### src/rtl/dpp_pkg.sv
// derivation path parser: shared types and constants
// no dependencies; imported by every module of the block but dpp_acc
package dpp_pkg;

  // result status codes
  typedef enum logic [2:0] {
    ST_INDEX       = 3'd0,
    ST_DONE        = 3'd1,
    ST_EMPTY       = 3'd2,
    ST_MISPLACED_M = 3'd3,
    ST_BAD_CHAR    = 3'd4,
    ST_NO_DIGITS   = 3'd5,
    ST_RANGE       = 3'd6
  } status_t;

  // one result transaction
  typedef struct packed {
    logic [31:0] child_index;
    status_t     status;
    logic        last;
  } res_t;

  // what one parse step hands to the result queue
  typedef struct packed {
    logic emit0;
    logic emit1;
    res_t r0;
    res_t r1;
  } step_res_t;

  localparam int unsigned RQ_DEPTH = 4;

endpackage

### src/rtl/derivation_path_parser.sv
// derivation path parser top level: input register, parse core, result queue
// depends on dpp_pkg, dpp_core, dpp_acc and dpp_rq
//
//  channel | direction | handshake            | payload
//  --------+-----------+----------------------+-------------------------------------
//  in_     | input     | in_valid / in_stall  | in_op, in_ch
//  out_    | output    | out_valid / out_stall| out_child_index, out_status, out_last
//
// one character transaction per cycle sustained while results keep within one per cycle;
// an item is held in the input register, is parsed there by the core and its
// results land in the result queue, so a result reaches out_ through the input
// register and then the result queue and is taken while out_stall is low
// the end-of-path item can give two results; the queue drains one per cycle while out_stall is low
// reset (rst_n low, synchronous) empties the pipeline and clears the parse state
// out_stall backs up the queue; once it holds more than two results an item in the
// input register is held there and in_stall rises
module derivation_path_parser
  import dpp_pkg::*;
#(
  parameter int LONG_BITS = 64
) (
  input  logic        clk,
  input  logic        rst_n,
  input  logic        in_valid,
  output logic        in_stall,
  input  logic        in_op,
  input  logic [7:0]  in_ch,
  output logic        out_valid,
  input  logic        out_stall,
  output logic [31:0] out_child_index,
  output logic [2:0]  out_status,
  output logic        out_last
);

  // input register
  logic       in_valid_r;
  logic       op_r;
  logic [7:0] ch_r;

  logic      step;
  logic      room;
  step_res_t step_res;
  res_t      head;

  // the parse step fires when an item sits in the input register and the
  // queue can take both results of an end-of-path item
  assign step     = in_valid_r & room;
  assign in_stall = in_valid_r & ~room;

  always_ff @(posedge clk) begin
    if (!rst_n) begin
      in_valid_r <= 1'b0;
    end else if (!in_stall) begin
      in_valid_r <= in_valid;
    end
  end

  // payload needs no reset
  always_ff @(posedge clk) begin
    if (in_valid && !in_stall) begin
      op_r <= in_op;
      ch_r <= in_ch;
    end
  end

  dpp_core #(.LONG_BITS(LONG_BITS)) u_core (
    .clk   (clk),
    .rst_n (rst_n),
    .step  (step),
    .op    (op_r),
    .ch    (ch_r),
    .res   (step_res)
  );

  dpp_rq #(.DEPTH(RQ_DEPTH)) u_rq (
    .clk      (clk),
    .rst_n    (rst_n),
    .push0    (step & step_res.emit0),
    .push1    (step & step_res.emit1),
    .wr       (step_res),
    .room     (room),
    .rd_valid (out_valid),
    .rd_pop   (~out_stall),
    .rd_data  (head)
  );

  assign out_child_index = head.child_index;
  assign out_status      = head.status;
  assign out_last        = head.last;

endmodule

### src/rtl/dpp_acc.sv
// derivation path parser: saturating digit accumulator (value * base + digit)
// no package dependency; used by dpp_core for the hex and decimal values
module dpp_acc #(
  parameter int VAL_W      = 63,
  parameter bit IS_DECIMAL = 1'b0
) (
  input  logic [VAL_W-1:0] v_in,
  input  logic             big_in,
  input  logic [3:0]       digit,
  output logic [VAL_W-1:0] v_out,
  output logic             big_out
);

  localparam int EXT_W = VAL_W + 4;

  logic [EXT_W-1:0] v_ext;
  logic [EXT_W-1:0] scaled;
  logic [EXT_W-1:0] sum;
  logic             ovf;

  assign v_ext = EXT_W'(v_in);

  // times ten as 8v + 2v, times sixteen as a plain shift
  assign scaled = IS_DECIMAL ? ((v_ext << 3) + (v_ext << 1)) : (v_ext << 4);
  assign sum    = scaled + EXT_W'(digit);

  // anything above the value field is past the signed long range
  assign ovf     = (sum[EXT_W-1:VAL_W] != '0);
  assign big_out = big_in | ovf;
  assign v_out   = (big_in | ovf) ? v_in : sum[VAL_W-1:0];

endmodule

### src/rtl/dpp_core.sv
// derivation path parser: parse state and per-character step logic
// depends on dpp_pkg and dpp_acc
module dpp_core
  import dpp_pkg::*;
#(
  parameter int LONG_BITS = 64
) (
  input  logic      clk,
  input  logic      rst_n,
  input  logic      step,
  input  logic      op,
  input  logic [7:0] ch,
  output step_res_t res
);

  localparam int VAL_W = LONG_BITS - 1;

  localparam logic [7:0]  CH_SLASH = 8'h2F;
  localparam logic [7:0]  CH_APOS  = 8'h27;
  localparam logic [7:0]  CH_LX    = 8'h78;
  localparam logic [7:0]  CH_UX    = 8'h58;
  localparam logic [7:0]  CH_M     = 8'h6D;
  localparam logic [7:0]  CH_ZERO  = 8'h30;
  localparam logic [31:0] HARD_MASK = 32'h8000_0000;

  logic [VAL_W-1:0] hex_val_r, hex_val_nxt, dec_val_r, dec_val_nxt;
  logic hex_big_r, hex_big_nxt, dec_big_r, dec_big_nxt;
  logic dec_has_r, dec_has_nxt, dec_closed_r, dec_closed_nxt;
  logic seg_nonempty_r, seg_nonempty_nxt, hard_r, hard_nxt;
  logic hex_mode_r, hex_mode_nxt, prev_zero_r, prev_zero_nxt;
  logic seen_sep_r, seen_sep_nxt, past_first_r, past_first_nxt;
  logic err_hold_r, err_hold_nxt;

  logic             is_dec, is_lhex, is_uhex;
  logic [3:0]       digit;
  logic [VAL_W-1:0] hex_acc_v, dec_acc_v, close_val;
  logic             hex_acc_big, dec_acc_big;
  logic             close_emit;
  status_t          close_stat;
  logic [31:0]      close_idx;

  // character classes
  always_comb begin
    is_dec  = (ch >= 8'h30) && (ch <= 8'h39);
    is_lhex = (ch >= 8'h61) && (ch <= 8'h66);
    is_uhex = (ch >= 8'h41) && (ch <= 8'h46);
    if (is_dec) begin
      digit = 4'(ch - 8'h30);
    end else if (is_lhex) begin
      digit = 4'(ch - 8'h57);
    end else if (is_uhex) begin
      digit = 4'(ch - 8'h37);
    end else begin
      digit = 4'd0;
    end
  end

  dpp_acc #(.VAL_W(VAL_W), .IS_DECIMAL(1'b0)) u_hex_acc (
    .v_in    (hex_val_r),
    .big_in  (hex_big_r),
    .digit   (digit),
    .v_out   (hex_acc_v),
    .big_out (hex_acc_big)
  );

  dpp_acc #(.VAL_W(VAL_W), .IS_DECIMAL(1'b1)) u_dec_acc (
    .v_in    (dec_val_r),
    .big_in  (dec_big_r),
    .digit   (digit),
    .v_out   (dec_acc_v),
    .big_out (dec_acc_big)
  );

  // outcome of closing the current segment
  always_comb begin
    close_emit = seg_nonempty_r | seen_sep_r;
    close_val  = hex_mode_r ? hex_val_r : dec_val_r;
    if (!seg_nonempty_r) begin
      close_stat = ST_EMPTY;
    end else if (hex_mode_r) begin
      close_stat = hex_big_r ? ST_RANGE : ST_INDEX;
    end else if (!dec_has_r) begin
      close_stat = ST_NO_DIGITS;
    end else begin
      close_stat = dec_big_r ? ST_RANGE : ST_INDEX;
    end
    if (close_stat == ST_INDEX) begin
      close_idx = 32'(close_val) | (hard_r ? HARD_MASK : 32'd0);
    end else begin
      close_idx = 32'd0;
    end
  end

  always_comb begin
    hex_val_nxt      = hex_val_r;
    hex_big_nxt      = hex_big_r;
    dec_val_nxt      = dec_val_r;
    dec_big_nxt      = dec_big_r;
    dec_has_nxt      = dec_has_r;
    dec_closed_nxt   = dec_closed_r;
    seg_nonempty_nxt = seg_nonempty_r;
    hard_nxt         = hard_r;
    hex_mode_nxt     = hex_mode_r;
    prev_zero_nxt    = prev_zero_r;
    seen_sep_nxt     = seen_sep_r;
    past_first_nxt   = past_first_r;
    err_hold_nxt     = err_hold_r;
    res              = '0;
    res.r0.status    = ST_INDEX;
    res.r1.status    = ST_DONE;
    res.r1.last      = 1'b1;

    if (op) begin
      if (!err_hold_r) begin
        res.emit0 = 1'b1;
        if (!close_emit) begin
          res.r0.status = ST_DONE;
          res.r0.last   = 1'b1;
        end else if (close_stat == ST_INDEX) begin
          res.r0.child_index = close_idx;
          res.emit1          = 1'b1;
        end else begin
          res.r0.status = close_stat;
          res.r0.last   = 1'b1;
        end
      end
      // end of path returns everything to reset
      hex_val_nxt      = '0;
      hex_big_nxt      = 1'b0;
      dec_val_nxt      = '0;
      dec_big_nxt      = 1'b0;
      dec_has_nxt      = 1'b0;
      dec_closed_nxt   = 1'b0;
      seg_nonempty_nxt = 1'b0;
      hard_nxt         = 1'b0;
      hex_mode_nxt     = 1'b0;
      prev_zero_nxt    = 1'b0;
      seen_sep_nxt     = 1'b0;
      past_first_nxt   = 1'b0;
      err_hold_nxt     = 1'b0;
    end else if (!err_hold_r) begin
      past_first_nxt = 1'b1;
      if (ch == CH_SLASH) begin
        if (close_emit) begin
          res.emit0          = 1'b1;
          res.r0.child_index = close_idx;
          res.r0.status      = close_stat;
          res.r0.last        = (close_stat != ST_INDEX);
          err_hold_nxt       = (close_stat != ST_INDEX);
        end
        hex_val_nxt      = '0;
        hex_big_nxt      = 1'b0;
        dec_val_nxt      = '0;
        dec_big_nxt      = 1'b0;
        dec_has_nxt      = 1'b0;
        dec_closed_nxt   = 1'b0;
        seg_nonempty_nxt = 1'b0;
        hard_nxt         = 1'b0;
        hex_mode_nxt     = 1'b0;
        seen_sep_nxt     = 1'b1;
      end else if (ch == CH_APOS) begin
        hard_nxt = 1'b1;
      end else if (prev_zero_r && ((ch == CH_LX) || (ch == CH_UX))) begin
        hex_mode_nxt  = 1'b1;
        prev_zero_nxt = 1'b0;
      end else if (ch == CH_M) begin
        if (past_first_r) begin
          res.emit0     = 1'b1;
          res.r0.status = ST_MISPLACED_M;
          res.r0.last   = 1'b1;
          err_hold_nxt  = 1'b1;
        end
      end else if (is_dec || is_lhex || is_uhex) begin
        seg_nonempty_nxt = 1'b1;
        hex_val_nxt      = hex_acc_v;
        hex_big_nxt      = hex_acc_big;
        if (!is_dec) begin
          dec_closed_nxt = 1'b1;
        end else if (!dec_closed_r) begin
          dec_has_nxt = 1'b1;
          dec_val_nxt = dec_acc_v;
          dec_big_nxt = dec_acc_big;
        end
        prev_zero_nxt = (ch == CH_ZERO);
      end else begin
        res.emit0     = 1'b1;
        res.r0.status = ST_BAD_CHAR;
        res.r0.last   = 1'b1;
        err_hold_nxt  = 1'b1;
      end
    end
  end

  always_ff @(posedge clk) begin
    if (!rst_n) begin
      hex_val_r      <= '0;
      hex_big_r      <= 1'b0;
      dec_val_r      <= '0;
      dec_big_r      <= 1'b0;
      dec_has_r      <= 1'b0;
      dec_closed_r   <= 1'b0;
      seg_nonempty_r <= 1'b0;
      hard_r         <= 1'b0;
      hex_mode_r     <= 1'b0;
      prev_zero_r    <= 1'b0;
      seen_sep_r     <= 1'b0;
      past_first_r   <= 1'b0;
      err_hold_r     <= 1'b0;
    end else if (step) begin
      hex_val_r      <= hex_val_nxt;
      hex_big_r      <= hex_big_nxt;
      dec_val_r      <= dec_val_nxt;
      dec_big_r      <= dec_big_nxt;
      dec_has_r      <= dec_has_nxt;
      dec_closed_r   <= dec_closed_nxt;
      seg_nonempty_r <= seg_nonempty_nxt;
      hard_r         <= hard_nxt;
      hex_mode_r     <= hex_mode_nxt;
      prev_zero_r    <= prev_zero_nxt;
      seen_sep_r     <= seen_sep_nxt;
      past_first_r   <= past_first_nxt;
      err_hold_r     <= err_hold_nxt;
    end
  end

endmodule

### src/rtl/dpp_rq.sv
// derivation path parser: result queue, up to two writes and one read a cycle
// depends on dpp_pkg
module dpp_rq
  import dpp_pkg::*;
#(
  parameter int DEPTH = 4
) (
  input  logic      clk,
  input  logic      rst_n,
  input  logic      push0,
  input  logic      push1,
  input  step_res_t wr,
  output logic      room,
  output logic      rd_valid,
  input  logic      rd_pop,
  output res_t      rd_data
);

  localparam int PTR_W = $clog2(DEPTH);
  localparam int CNT_W = $clog2(DEPTH + 1);

  res_t             mem_r [DEPTH];
  logic [PTR_W-1:0] wr_ptr_r, wr_ptr_nxt, wr_ptr_p1, rd_ptr_r, rd_ptr_nxt;
  logic [CNT_W-1:0] cnt_r, cnt_nxt;
  logic             pop;

  function automatic logic [PTR_W-1:0] ptr_inc(input logic [PTR_W-1:0] p);
    ptr_inc = (p == PTR_W'(DEPTH - 1)) ? '0 : p + 1'b1;
  endfunction

  assign rd_valid = (cnt_r != '0);
  assign rd_data  = mem_r[rd_ptr_r];
  assign pop      = rd_valid & rd_pop;
  // room for the worst case of two results from one item
  assign room     = (cnt_r <= CNT_W'(DEPTH - 2));
  assign wr_ptr_p1 = ptr_inc(wr_ptr_r);

  always_comb begin
    wr_ptr_nxt = wr_ptr_r;
    if (push0 && push1) begin
      wr_ptr_nxt = ptr_inc(wr_ptr_p1);
    end else if (push0) begin
      wr_ptr_nxt = wr_ptr_p1;
    end
    rd_ptr_nxt = pop ? ptr_inc(rd_ptr_r) : rd_ptr_r;
    cnt_nxt    = cnt_r + CNT_W'(push0) + CNT_W'(push0 & push1) - CNT_W'(pop);
  end

  always_ff @(posedge clk) begin
    if (push0) begin
      mem_r[wr_ptr_r] <= wr.r0;
    end
    if (push0 && push1) begin
      mem_r[wr_ptr_p1] <= wr.r1;
    end
  end

  always_ff @(posedge clk) begin
    if (!rst_n) begin
      wr_ptr_r <= '0;
      rd_ptr_r <= '0;
      cnt_r    <= '0;
    end else begin
      wr_ptr_r <= wr_ptr_nxt;
      rd_ptr_r <= rd_ptr_nxt;
      cnt_r    <= cnt_nxt;
    end
  end

endmodule

### config.mk
export PLATFORM = sky130hd
export DESIGN_NAME = derivation_path_parser
export DESIGN_NICKNAME = d
export VERILOG_FILES = /design/src/rtl/dpp_pkg.sv /design/src/rtl/derivation_path_parser.sv /design/src/rtl/dpp_acc.sv /design/src/rtl/dpp_core.sv /design/src/rtl/dpp_rq.sv
export SDC_FILE = /design/constraint.sdc
export NUM_CORES = 1
export LEC_CHECK = 0
export CORE_ASPECT_RATIO = 0.7
export CORE_MARGIN = 2
export CORE_UTILIZATION = 67
export CTS_BUF_LIST = sky130_fd_sc_hd__clkbuf_8
export CTS_CLUSTER_DIAMETER = 30
export CTS_CLUSTER_SIZE = 20
export DETAILED_ROUTE_END_ITERATION = 6
export DONT_BUFFER_PORTS = 1
export PLACE_DENSITY = 0.83
export RECOVER_POWER = 50
export SYNTH_ARGS = -nofsm -noshare
export SYNTH_HDL_FRONTEND = slang
export SYNTH_HIERARCHICAL = 1
export SYNTH_SLANG_ARGS = --single-unit
### constraint.sdc
create_clock -name clk -period 6.8 [get_ports clk]
set_input_delay 0.34 -clock clk [delete_from_list [all_inputs] [get_ports clk]]
set_output_delay 0.34 -clock clk [all_outputs]
set_load 0.01 [all_outputs]
Yosys cells after proc, flatten, opt, wreduce, memory -nomap -nowiden --
Memories as Yosys holds them, arrays and structs flattened. A register that Yosys moved wholly into a read port is not among the register bits. Cells that the tools add are included.
Word-level totals: register bits 154, RAM bits 144, input port bits 13, output and inout port bits 38, word-level logic and storage cells 233, memories kept 1
Operators by class: add/sub/neg operators 12, magnitude comparators 7, equality and inequality tests 20, muxes and demuxes 130, bitwise logic cells 12, reduce and logical (&&, ||, !) cells 32
Memory list:
- u_rq.mem_r | depth 4, width 36, read ports 1, clocked after memory_dff 1, write ports 2, RTL line dpp_rq.sv:22 | res_t mem_r [DEPTH];
Operator list (number):
- 2-to-1 mux 63 bit | 18
- adder 67 x 4 -> 67 bit | 2
- 2-to-1 mux 32 bit | 4
- 2-to-1 mux 36 bit | 3
- 2-to-1 mux 1 bit | 79
- adder 66 x 64 -> 67 bit | 1
- 2-to-1 mux 33 bit | 2
- 2-to-1 mux 4 bit | 10
- 2-to-1 mux 38 bit | 1
- OR 32 bit | 1
- == test 8 x 6 -> 1 bit (second input constant) | 3
- == test 8 x 7 -> 1 bit (second input constant) | 3
- nonzero test 3 bit | 7
- 2-to-1 mux 3 bit | 6
- >= comparator 8 x 7 -> 1 bit (second input constant) | 2
- less-or-equal comparator 8 x 7 -> 1 bit (second input constant) | 2
- 2-to-1 mux 2 bit | 7
- AND reduction 7 bit | 2
- != test 3 x 2 -> 1 bit (second input constant) | 4
- != test 3 bit (second input constant) | 4
- AND reduction 6 bit | 2
- AND reduction 9 bit | 1
- >= comparator 8 x 6 -> 1 bit (second input constant) | 1
- less-or-equal comparator 8 x 6 -> 1 bit (second input constant) | 1
- other kinds (22) | 47

Logic depth before layout (Yosys ltp) --
Gate-level depths: netlist (run 1).
word-level depth 18, depth in mapped cells 22, gate-level depth less buffers 21

Hierarchy --
The synthesis (run 1) kept the hierarchy.
By module, submodules not included:
- dpp_rq | times used 1, cells an instance 410, area an instance 8025.2 um2, seq. area each 4504.3 um2
- dpp_acc (u_core.u_dec_acc) | times used 1, cells an instance 723, area an instance 5647.9 um2, seq. area each 0.0 um2
- dpp_core | times used 1, cells an instance 517, area an instance 5625.4 um2, seq. area each 2742.6 um2
- dpp_acc (u_core.u_hex_acc) | times used 1, cells an instance 72, area an instance 799.5 um2, seq. area each 0.0 um2
- derivation_path_parser | times used 1, cells an instance 17, area an instance 340.3 um2, seq. area each 290.3 um2

Worst setup path before layout (run 1) --
OpenSTA, ideal clock, no wires.
kind reg2reg, start reg ch_r[6], end reg u_core.dec_val_r[10], library setup time 117 ps, arrival time 5172 ps, required time 6683 ps, setup slack 1511 ps, cell stages (with the launch flop) 22, buffers on the path 2, clock period less this slack 5289 ps, path through edfxtp_1 > or3b_1 > buf_2 > a211oi_1 > nand2_1 > nand2_1 > inv_1 > fa_1 > inv_1 > fa_1 > a21o_1 > a221o_1 > a311oi_1 > nor2_1 > a221oi_1 > nor2_1 > a41oi_1 > xnor2_1 > o2111ai_4 > buf_6 > mux2_4 > a22o_1
On the way: cells in the longest elaborated chain, start to end 16, elaborated cells between the ends (all ways) 42, classes of those cells add/sub (1); order compare (6); eq/ne (10); mux (13); bitwise (1); reduce/logical (11)
Ends and longest elaborated chain:
- from (decl) | RTL line derivation_path_parser.sv:38 | logic [7:0] ch_r;
- from (signal assigned) | RTL line derivation_path_parser.sv:62 | ch_r <= in_ch;
- >= comparator 8 x 7 -> 1 bit / less-or-equal comparator 8 x 7 -> 1 bit (equally long branches) | RTL line dpp_core.sv:46 | is_uhex = (ch >= 8'h41) && (ch <= 8'h46);
- logical AND 1 bit | RTL line dpp_core.sv:46
- 2-to-1 mux 4 bit | RTL line dpp_core.sv:51 | end else if (is_uhex) begin
- 2-to-1 mux 4 bit | RTL line dpp_core.sv:49 | end else if (is_lhex) begin
- 2-to-1 mux 4 bit * | RTL line dpp_core.sv:47 | if (is_dec) begin
- named net u_core.digit[3] | RTL line dpp_core.sv:35 | logic [3:0] digit;
- adder 67 x 4 -> 67 bit * | RTL line dpp_acc.sv:25 | assign sum = scaled + EXT_W'(digit);
- 2-to-1 mux 63 bit * | RTL line dpp_acc.sv:30 | assign v_out = (big_in | ovf) ? v_in : sum[VAL_W-1:0];
- named net u_core.dec_acc_v[10] | RTL line dpp_core.sv:36 | logic [VAL_W-1:0] hex_acc_v, dec_acc_v, close_val;
- [1 not listed]
- 2-to-1 mux 63 bit * | RTL line dpp_core.sv:177 | if (!is_dec) begin
- 2-to-1 mux 63 bit * | RTL line dpp_core.sv:173 | end else if (is_dec || is_lhex || is_uhex) begin
- 2-to-1 mux 63 bit * | RTL line dpp_core.sv:166 | end else if (ch == CH_M) begin
- 2-to-1 mux 63 bit * | RTL line dpp_core.sv:163 | end else if (prev_zero_r && ((ch == CH_LX) || (ch == CH_UX))) begin
- 2-to-1 mux 63 bit * | RTL line dpp_core.sv:161 | end else if (ch == CH_APOS) begin
- 2-to-1 mux 63 bit * | RTL line dpp_core.sv:143 | if (ch == CH_SLASH) begin
- 2-to-1 mux 63 bit * | RTL line dpp_core.sv:141 | end else if (!err_hold_r) begin
- 2-to-1 mux 63 bit * | RTL line dpp_core.sv:113 | if (op) begin
- to (signal assigned) | RTL line dpp_core.sv:212 | dec_val_r <= dec_val_nxt;
- to (decl) | RTL line dpp_core.sv:26 | logic [VAL_W-1:0] hex_val_r, hex_val_nxt, dec_val_r, dec_val_nxt;
Mark *: on every way through the listed nets, which the timed path passes. The rest lies on a longest branch. The select of a mux whose other input is x is not followed. A chain may end at the register's enable or synchronous reset.

Final worst setup path (run 1) --
start reg ch_r[0], end reg u_core.dec_val_r[26]
On the way: elaborated cells between the ends (all ways) 45, classes of those cells add/sub (4); order compare (6); eq/ne (10); mux (13); bitwise (1); reduce/logical (11)
RTL lines:
- >= comparator 8 x 7 -> 1 bit / less-or-equal comparator 8 x 7 -> 1 bit (equally long branches) | RTL line dpp_core.sv:46
- logical AND 1 bit | RTL line dpp_core.sv:46
- 2-to-1 mux 4 bit | RTL line dpp_core.sv:51
- 2-to-1 mux 4 bit | RTL line dpp_core.sv:49
- 2-to-1 mux 4 bit * | RTL line dpp_core.sv:47
- named net u_core.digit[2] | RTL line dpp_core.sv:35
- adder 67 x 4 -> 67 bit * | RTL line dpp_acc.sv:25
- nonzero test 4 bit * | RTL line dpp_acc.sv:28 | assign ovf = (sum[EXT_W-1:VAL_W] != '0);
- OR 1 bit *
- named net u_core.dec_acc_big | RTL line dpp_core.sv:37 | logic hex_acc_big, dec_acc_big;
- != test 3 bit (no line) *
- AND reduction 9 bit (no line) *
Marks and branches as above.

==> flow_metrics.py, run 1 <==
metrics = {
    "critical_path": {
        "critPathSlowestCell": "o311ai_2",
        "family_with_the_most_delay_on_the_worst_path": "compound AO/OA/AOI/OAI gates",
        "crit_path_frequent_cell": "ha_1",
        "critical_path_arrival_ns": 6.36,
        "worstPathBufferInverterCount": 3,
        "critPathKind": "reg -> reg",
        "critical_path.cell_chain": "inv_1 > ha_1 > inv_1 > o311ai_2 > o21ai_0 > nand2_1 > o21ai_0 > ha_1 > ha_1 > fa_1 > a21o_1 > a221o_1 > a311oi_1 > nor2_1 > a221oi_1 > nor2_1 > a41oi_1 > xnor2_1 > o2111ai_4 > buf_12 > mux2_4 > a22o_1",
        "end_kind": "register",
        "required_ns": 7.26,
        "crit_fanout": 37,
        "worst_setup_start_kind": "register",
        "biggest_cell_delay_along_the_critical_path_ns": 0.51,
    },
    "logic_synthesis": {
        "synth_top_cell_area_share": 0.225,
        "ys_ff_latch": 300,
        "synth_top_cells_by_count": "mux2_4 (173), edfxtp_1 (153), dfxtp_1 (147)",
        "synth.avg_cell_area_um2": 11.8,
        "yosys-top-cells-area": "edfxtp_1 (22%), dfxtp_1 (14%), mux2_4 (13%), ha_1 (8.3%), a22o_1 (5.5%)",
        "synth.lib_cells_used.distinct": 90,
        "synth.yosys.seq_area_share": 0.369,
        "number_of_enable_flip_flop_cells_after_synthesis": 153,
        "synth-main-ff-cell": "edfxtp_1",
        "synth_top_cell_by_area": "edfxtp_1",
        "synth_area_mm2": 0.0204,
        "yosysMostFrequentCell": "mux2_4",
        "synth_async_sr_flop_share": 0,
        "netlist_instances": 1739,
        "synth_warnings": 6,
    },
    "clock_tree": {
        "cts_setup_buffers": 0,
        "cts.reportedPaths.clkPinSlew_ns": 0.08,
        "clock_sinks": 300,
        "clock_insertion_delay_worst_skew_ns": 0.61,
        "tritoncts.num_buffers": 49,
        "level_count_of_the_clock_h_tree": 2,
        "clock-root-buffer": "clkbuf_8",
        "cts.path.max_buffers": 3,
        "tritoncts": "yes",
    },
    "place": {
        "globalplace.congestion": 0.928,
        "dp_slack_ns": 0.894,
        "detailedPlacementHpwl_mm": 29.7,
        "port_buffers": 0,
    },
    "run_status": {
        "failed_checks": "max-capacitance violations, max-slew violations",
        "result_of_the_run": "complete, but fails checks",
    },
    "finish": {
        "synthToLayoutAreaGrowth_pct": 2.94,
        "antenna_cells_inserted": 0,
        "final.fill_count": 2081,
        "end_of_flow_core_utilization": 0.700,
        "drive_above_1_share": 0.196,
        "nets": 1865,
    },
    "routing": {
        "drt_pass1_iterations": 5,
        "route.detailed.wl_per_inst_um": 20.8,
        "viasPerCell": 6.42,
        "dr_total_vias": 13903,
        "ant_nets": 0,
        "route.detailed.drc": 0,
        "initialDrtViolationCount": 1293,
        "routed_wl_mm": 44.9,
    },
    "global_routing": {
        "grt.busiest_layer": "met2",
        "global_route_wire_length_before_repair_mm": 71.2,
        "grt_antenna_before_repair": 0,
        "grt_overflow": 0,
        "grt.total_usage": 0.279,
        "first_global_vias": 13703,
        "global_route.usage.met1": 0.388,
        "groute.layer.met3.usage": 0.0505,
        "maximum_number_of_pins_on_one_net_before_global_route_repair": 66,
        "grt_util_met2": 0.444,
    },
    "sta": {
        "clock.fmax_ghz": 0.169,
        "timing.final.ws_setup_ns": 0.897,
        "timing.slew.headroom": -1.18,
        "worst-slew-pin-transition_ns": 3.28,
        "finClkSkew_ns": 0.0377,
        "timing.setup.tns_ns": 0,
        "grt_setup_unrepaired": "false",
        "report.final.hold_viol_count": 0,
        "final_min_period_over_clock_period": 0.868,
        "drv_slew": 169,
        "final.min_clock_period_ns": 5.90,
        "finalSetupViolCount": 0,
    },
    "floorplan": {
        "dieWidth_um": 213,
        "design.core.area_mm2": 0.0300,
        "initial_core_util": 0.680,
        "io_pins": 51,
        "fp.dieH_um": 150,
        "core.rowCount": 53,
        "die_area_mm2": 0.0319,
    },
    "power_and_ir_drop": {
        "p_seq_frac": 0.459,
        "switching_power_mw": 1.22,
        "power-per-cell-area_mw_per_mm2": 210,
        "internal_power_mw": 3.20,
        "share_clk_of_total_power": 0.406,
        "proportion_of_total_power_due_to_net_switching": 0.276,
        "combinationalPowerShare": 0.135,
        "power.static_leakage_nw": 8.89,
        "max-vdd-ir-drop_v": 0.000251,
    },
    "min_path": {
        "hold_path_class": "in -> reg",
    },
    "job": {
        "max-cap-violations": 3,
    },
}
[cell families (layout without fill, tap and decap cells)]
group / after synthesis / after routing / synth area share
fa+ha+maj: 140 / 140 / 0.0872
xor+xnor: 59 / 59 / 0.0253
compound gates: 406 / 406 / 0.144
simple gates: 323 / 323 / 0.0806
mux: 334 / 334 / 0.234
other cells: 2 / 36 / 0.000367
flops: 300 / 300 / 0.369
buf+inv: 175 / 154 / 0.0600
[power by group through the flow]
stage / logic (mW) / clock network (mW) / registers, mW
6_report: 0.594 / 1.79 / 2.03
5_1_grt: 0.645 / 1.90 / 2.03
4_1_cts: 0.596 / 1.82 / 2.03
3_5_place_dp: 0.585 / 0 / 2.07
3_3_place_gp: 0.572 / 0 / 2.06
2_1_floorplan: 0.522 / 0 / 2.05
[worst register-to-register path, delay by kind of cell, from the launching register on]
kind / cells / cell delay [ns]
simple gates: 3 / 0.38
buf+inv: 3 / 0.41
fa+ha+maj: 4 / 1.16
xor+xnor: 1 / 0.20
flops: 1 / 0.47
compound gates: 10 / 2.79
mux: 1 / 0.38
[layer usage]
layer  vias up  part of all wire
li1       6494                 -
met1      6754              0.45
met2       564              0.45
met3        91             0.071
met4         0             0.026
met5         -                 0
[area by class of cell]
class	count	area, um2	area share
Timing Repair Buffer	25	229	0.0109
Sequential cell	300	7540	0.358
Inverter	38	143	0.00678
Clock inverter	39	404	0.0192
Tap cell	412	515	0.0245
Clock buffer	52	716	0.0340
Multi-Input combinational cell	1298	11500	0.546
[worst paths after layout]
check	from	end	slack, ns	depth (start not counted)
worst max-delay path	ch_r[0]	u_core/dec_val_r[26]	0.90	22
worst min-delay path	out_stall	u_rq/rd_ptr_r[1]	0.11	3
worst max register to register	ch_r[0]	u_core/dec_val_r[26]	0.90	22
worst min register to register	u_core/prev_zero_r	u_core/prev_zero_r	0.51	2
[stage by stage]
step / hold WS [ns] / instances / instance area [um2] / power, mW
2_1_floorplan: 0.438 / 1773 / 20600 / 2.57
3_3_place_gp: 0.439 / 2062 / 20200 / 2.63
3_5_place_dp: 0.439 / 2062 / 20200 / 2.65
4_1_cts: 0.0817 / 2164 / 21400 / 4.44
5_1_grt: 0.116 / 2164 / 21000 / 4.58
6_report: 0.115 / 2164 / 21000 / 4.41
[state kept, by name, summed over array words and instances, names as in the netlist, named ones only]
register / cells
u_core/hex_mode_r: 1
u_core/err_hold_r: 1
u_core/seg_nonempty_r: 1
u_core/dec_closed_r: 1
u_rq/cnt_r: 3
u_core/past_first_r: 1
ch_r: 8
in_valid_r: 1
u_core/hex_val_r: 63
u_core/hard_r: 1
u_core/dec_big_r: 1
u_core/prev_zero_r: 1
u_core/dec_has_r: 1
op_r: 1
u_core/dec_val_r: 63
u_rq/rd_ptr_r: 2
u_core/seen_sep_r: 1
u_core/hex_big_r: 1
u_rq/wr_ptr_r: 2
u_rq/mem_r: 144
[cells in the final DEF (no fill, tap or decap), drive strengths merged, types with 5 or more instances in the layout]
cell type	count
edfxtp	153
inv	57
mux2	265
xnor2	39
a31oi	6
nand2b	6
ha	136
o21ai	57
conb	36
o31ai	11
nor3	17
dfxtp	147
a21boi	8
o211ai	8
mux4	36
nand4	18
nor2b	13
o21bai	13
a211oi	10
or2	7
nand2	96
buf	11
or3	5
mux2i	33
nand3	21
clkbuf	55
a21oi	98
xor2	20
nor2	96
and3	11
a21o	26
bufinv	6
dlygate4sd3	11
a22o	129
and2	12
clkinv	10
o21a	8
[what timing repair did]
action                                 in CTS  in global routing
hold buffers                               11                  0
gates resized for setup                     0                  0
endpoints found under the hold margin      20                  0
Note: power is estimated with default switching activity, not from simulation.
==> inputs of run 2 (changes only) <==
--- a/config.mk
+++ b/config.mk
@@ -13,9 +13,9 @@
 export CTS_CLUSTER_SIZE = 20
 export DETAILED_ROUTE_END_ITERATION = 6
 export DONT_BUFFER_PORTS = 1
+export HOLD_SLACK_MARGIN = 0.15
 export PLACE_DENSITY = 0.83
 export RECOVER_POWER = 50
 export SYNTH_ARGS = -nofsm -noshare
 export SYNTH_HDL_FRONTEND = slang
-export SYNTH_HIERARCHICAL = 1
 export SYNTH_SLANG_ARGS = --single-unit
==> flow_metrics.py, run 2 <==
metrics = {
    "critical_path": {
        "setup.reg_to_reg.worst_slack_ns": 0.99,
        "required_ns": 7.32,
        "critical_path.cell_chain": "inv_1 > ha_1 > nor2_1 > and2_0 > or4_1 > nor2_1 > fa_1 > ha_1 > a21oi_1 > nand3b_4 > a2111o_1 > a31o_1 > o31a_4 > o31a_1 > a211oi_4 > and4_2 > buf_12 > a22o_1",
        "worstReg2RegStart": "ch_r[1]",
        "worstReg2RegEnd": "u_core.dec_val_r[49]",
        "critical_path_arrival_ns": 6.34,
        "crit_fanout": 32,
        "critPathKind": "reg -> reg",
        "biggest_cell_delay_along_the_critical_path_ns": 0.73,
        "worst_setup_start_kind": "register",
        "critPathSlowestCell": "and4_2",
        "startpoint": "ch_r[1]",
        "end_kind": "register",
        "endpoint_of_the_most_critical_setup_path": "u_core.dec_val_r[49]",
        "rr_worst_depth": 18,
    },
    "global_routing": {
        "maximum_number_of_pins_on_one_net_before_global_route_repair": 79,
        "global_route_wire_length_before_repair_mm": 74.0,
        "grt_antenna_before_repair": 0,
        "first_global_vias": 14487,
        "grt.total_usage": 0.332,
        "grt_overflow": 0,
    },
    "finish": {
        "antenna_cells_inserted": 0,
        "nets": 2129,
        "end_of_flow_core_utilization": 0.713,
        "fin_area_mm2": 0.0182,
        "largest-register": "u_rq.mem_r",
        "synthToLayoutAreaGrowth_pct": 5.19,
        "largest_register_ff_count": 144,
        "final.fill_count": 1904,
        "layout_top_registers": "u_rq.mem_r: 144 flops, u_core.dec_val_r: 63 flops, u_core.hex_val_r: 63 flops",
        "final_cell_mix": "nand2_1 (416), dfxtp_1 (290), a21oi_1 (217)",
        "drive_above_1_share": 0.0801,
        "layout_commonest_cell": "nand2_1",
    },
    "routing": {
        "met3RoutedLength_mm": 4.79,
        "m1WireLength_mm": 20.1,
        "viasPerCell": 6.48,
        "route.detailed.wl_per_inst_um": 19.6,
        "dr.max_layer_used": "met4",
        "drt_pass1_iterations": 5,
        "ant_nets": 0,
        "wl_met2_mm": 19.9,
        "route.detailed.drc": 0,
        "dr_total_vias": 15165,
        "initialDrtViolationCount": 1559,
        "routed_wl_mm": 45.8,
    },
    "floorplan": {
        "dieWidth_um": 196,
        "fp.dieH_um": 139,
        "design.core.area_mm2": 0.0256,
        "core.rowCount": 49,
        "io_pins": 51,
        "die_area_mm2": 0.0272,
        "initial_core_util": 0.678,
    },
    "power_and_ir_drop": {
        "internal_power_mw": 2.82,
        "combinationalPowerShare": 0.127,
        "max-vdd-ir-drop_v": 0.000334,
        "switching_power_mw": 1.26,
        "power-per-cell-area_mw_per_mm2": 224,
        "proportion_of_total_power_due_to_net_switching": 0.308,
        "total_power_mw": 4.08,
        "power.static_leakage_nw": 7.14,
        "p_seq_frac": 0.459,
        "share_clk_of_total_power": 0.414,
    },
    "sta": {
        "worst-slew-pin-transition_ns": 3.22,
        "grt_setup_unrepaired": "false",
        "finClkSkew_ns": 0.0475,
        "timing.slew.headroom": -1.15,
        "finalSetupViolCount": 0,
        "timing.final.ws_setup_ns": 0.987,
        "drv_slew": 183,
        "final_min_period_over_clock_period": 0.855,
        "timing.setup.tns_ns": 0,
        "report.final.hold_viol_count": 0,
        "clock.fmax_ghz": 0.172,
        "final.min_clock_period_ns": 5.81,
    },
    "run_status": {
        "failed_checks": "max-capacitance violations, max-slew violations",
        "result_of_the_run": "complete, but fails checks",
    },
    "logic_synthesis": {
        "synth-compound-area-share": 0.205,
        "synth.yosys.seq_area_share": 0.352,
        "synth_top_cells_by_count": "nand2_1 (418), dfxtp_1 (291), a21oi_1 (217)",
        "yosysMostFrequentCell": "nand2_1",
        "yosys-top-cells-area": "dfxtp_1 (34%), ha_1 (9.9%), nand2_1 (9.0%), a21oi_1 (6.3%), mux4_2 (4.7%)",
        "synth_xor_area_frac": 0.0318,
        "synth_adder_area_share": 0.103,
        "synth-main-ff-cell": "dfxtp_1",
        "synth_top_cell_area_share": 0.336,
        "netlist_instances": 2039,
        "synth.lib_cells_used.distinct": 85,
        "synthMuxAreaShare": 0.0675,
        "synth_top_cell_by_area": "dfxtp_1",
        "synth_simple_gate_area_share": 0.183,
        "number_of_enable_flip_flop_cells_after_synthesis": 9,
        "ys_ff_latch": 300,
        "main_combinational_cell_family_by_area_after_synthesis": "compound AO/OA/AOI/OAI gates",
        "synth_warnings": 0,
        "synth_area_mm2": 0.0173,
        "syn_nets": 2193,
        "synth_async_sr_flop_share": 0,
        "synth.avg_cell_area_um2": 8.50,
    },
    "place": {
        "port_buffers": 0,
        "dpl_cell_area_mm2": 0.0171,
        "globalplace.congestion": 0.947,
        "detailedPlacementHpwl_mm": 30.9,
        "dp_slack_ns": 1.05,
    },
    "clock_tree": {
        "tritoncts": "yes",
        "tritoncts.num_buffers": 45,
        "clock_insertion_delay_worst_skew_ns": 0.62,
        "clock_sinks": 300,
        "cts.repair.resized": 0,
        "cts.reportedPaths.clkPinSlew_ns": 0.07,
        "cts.path.max_buffers": 3,
        "clock-root-buffer": "clkbuf_8",
        "level_count_of_the_clock_h_tree": 2,
    },
    "min_path": {
        "hold_path_class": "in -> reg",
        "min-delay-start": "in_valid",
    },
    "job": {
        "max-cap-violations": 4,
    },
}
## run 2: metal layers
| layer | up-vias | track usage |
|---|---|---|
| met5 | - | 0 |
| met4 | 0 | 0.0957 |
| met3 | 92 | 0.0778 |
| met2 | 759 | 0.500 |
| met1 | 7187 | 0.478 |
| li1 | 7127 | - |
## run 2: critical path, delay by kind of cell, from the launching register on
kind / cells / cell delay [ns]
compound gates: 7 / 1.99
fa+ha+maj: 3 / 0.98
buf+inv: 2 / 0.42
flops: 1 / 0.41
simple gates: 6 / 1.94
## run 2: what timing repair did
action | 4_1_cts | 5_1_grt
hold buffers | 14 | 0
hold endpoints to repair | 95 | 0
setup buffers | 0 | 0
## run 2: area by class of cell
| class | count | area (um2) | share of cell area |
|---|---|---|---|
| clock buffer | 47 | 647 | 0.0355 |
| clock inverter | 36 | 380 | 0.0209 |
| inverter | 37 | 139 | 0.00761 |
| multi-input combinational | 1561 | 10300 | 0.564 |
| sequential | 300 | 6100 | 0.334 |
| tap | 331 | 414 | 0.0227 |
| timing repair buffer | 30 | 272 | 0.0149 |
## run 2: power by group through the flow
stage	Combinational [mW]	Clock, mW	Sequential [mW]
floorplan	0.404	0	1.89
global placement	0.480	0	1.91
detailed placement	0.493	0	1.91
CTS	0.512	1.70	1.87
global route	0.557	1.78	1.88
finish	0.519	1.69	1.87
## run 2: per-stage QoR
stage                     instances  hold WS, ns
after detailed placement       2245        0.439
after global routing           2342        0.224
after CTS                      2342        0.192
final                          2342        0.211
after floorplan                2039        0.430
after global placement         2245        0.439
## run 2: worst min path at each step
stage                     cells past startpoint  slack (ns)                end
after floorplan                               1        0.43   u_rq.mem_r[1][1]
after global placement                        2        0.44  u_rq.mem_r[0][25]
after detailed placement                      0        0.44               op_r
after CTS                                     1        0.19            ch_r[7]
after global routing                          1        0.22            ch_r[2]
final                                         1        0.21            ch_r[1]
## run 2: cells by family after synthesis
group | count (synthesis)
simple gates | 738
flops | 300
fa+ha+maj | 141
mux | 72
compound gates | 547
xor+xnor | 63
buf+inv | 178
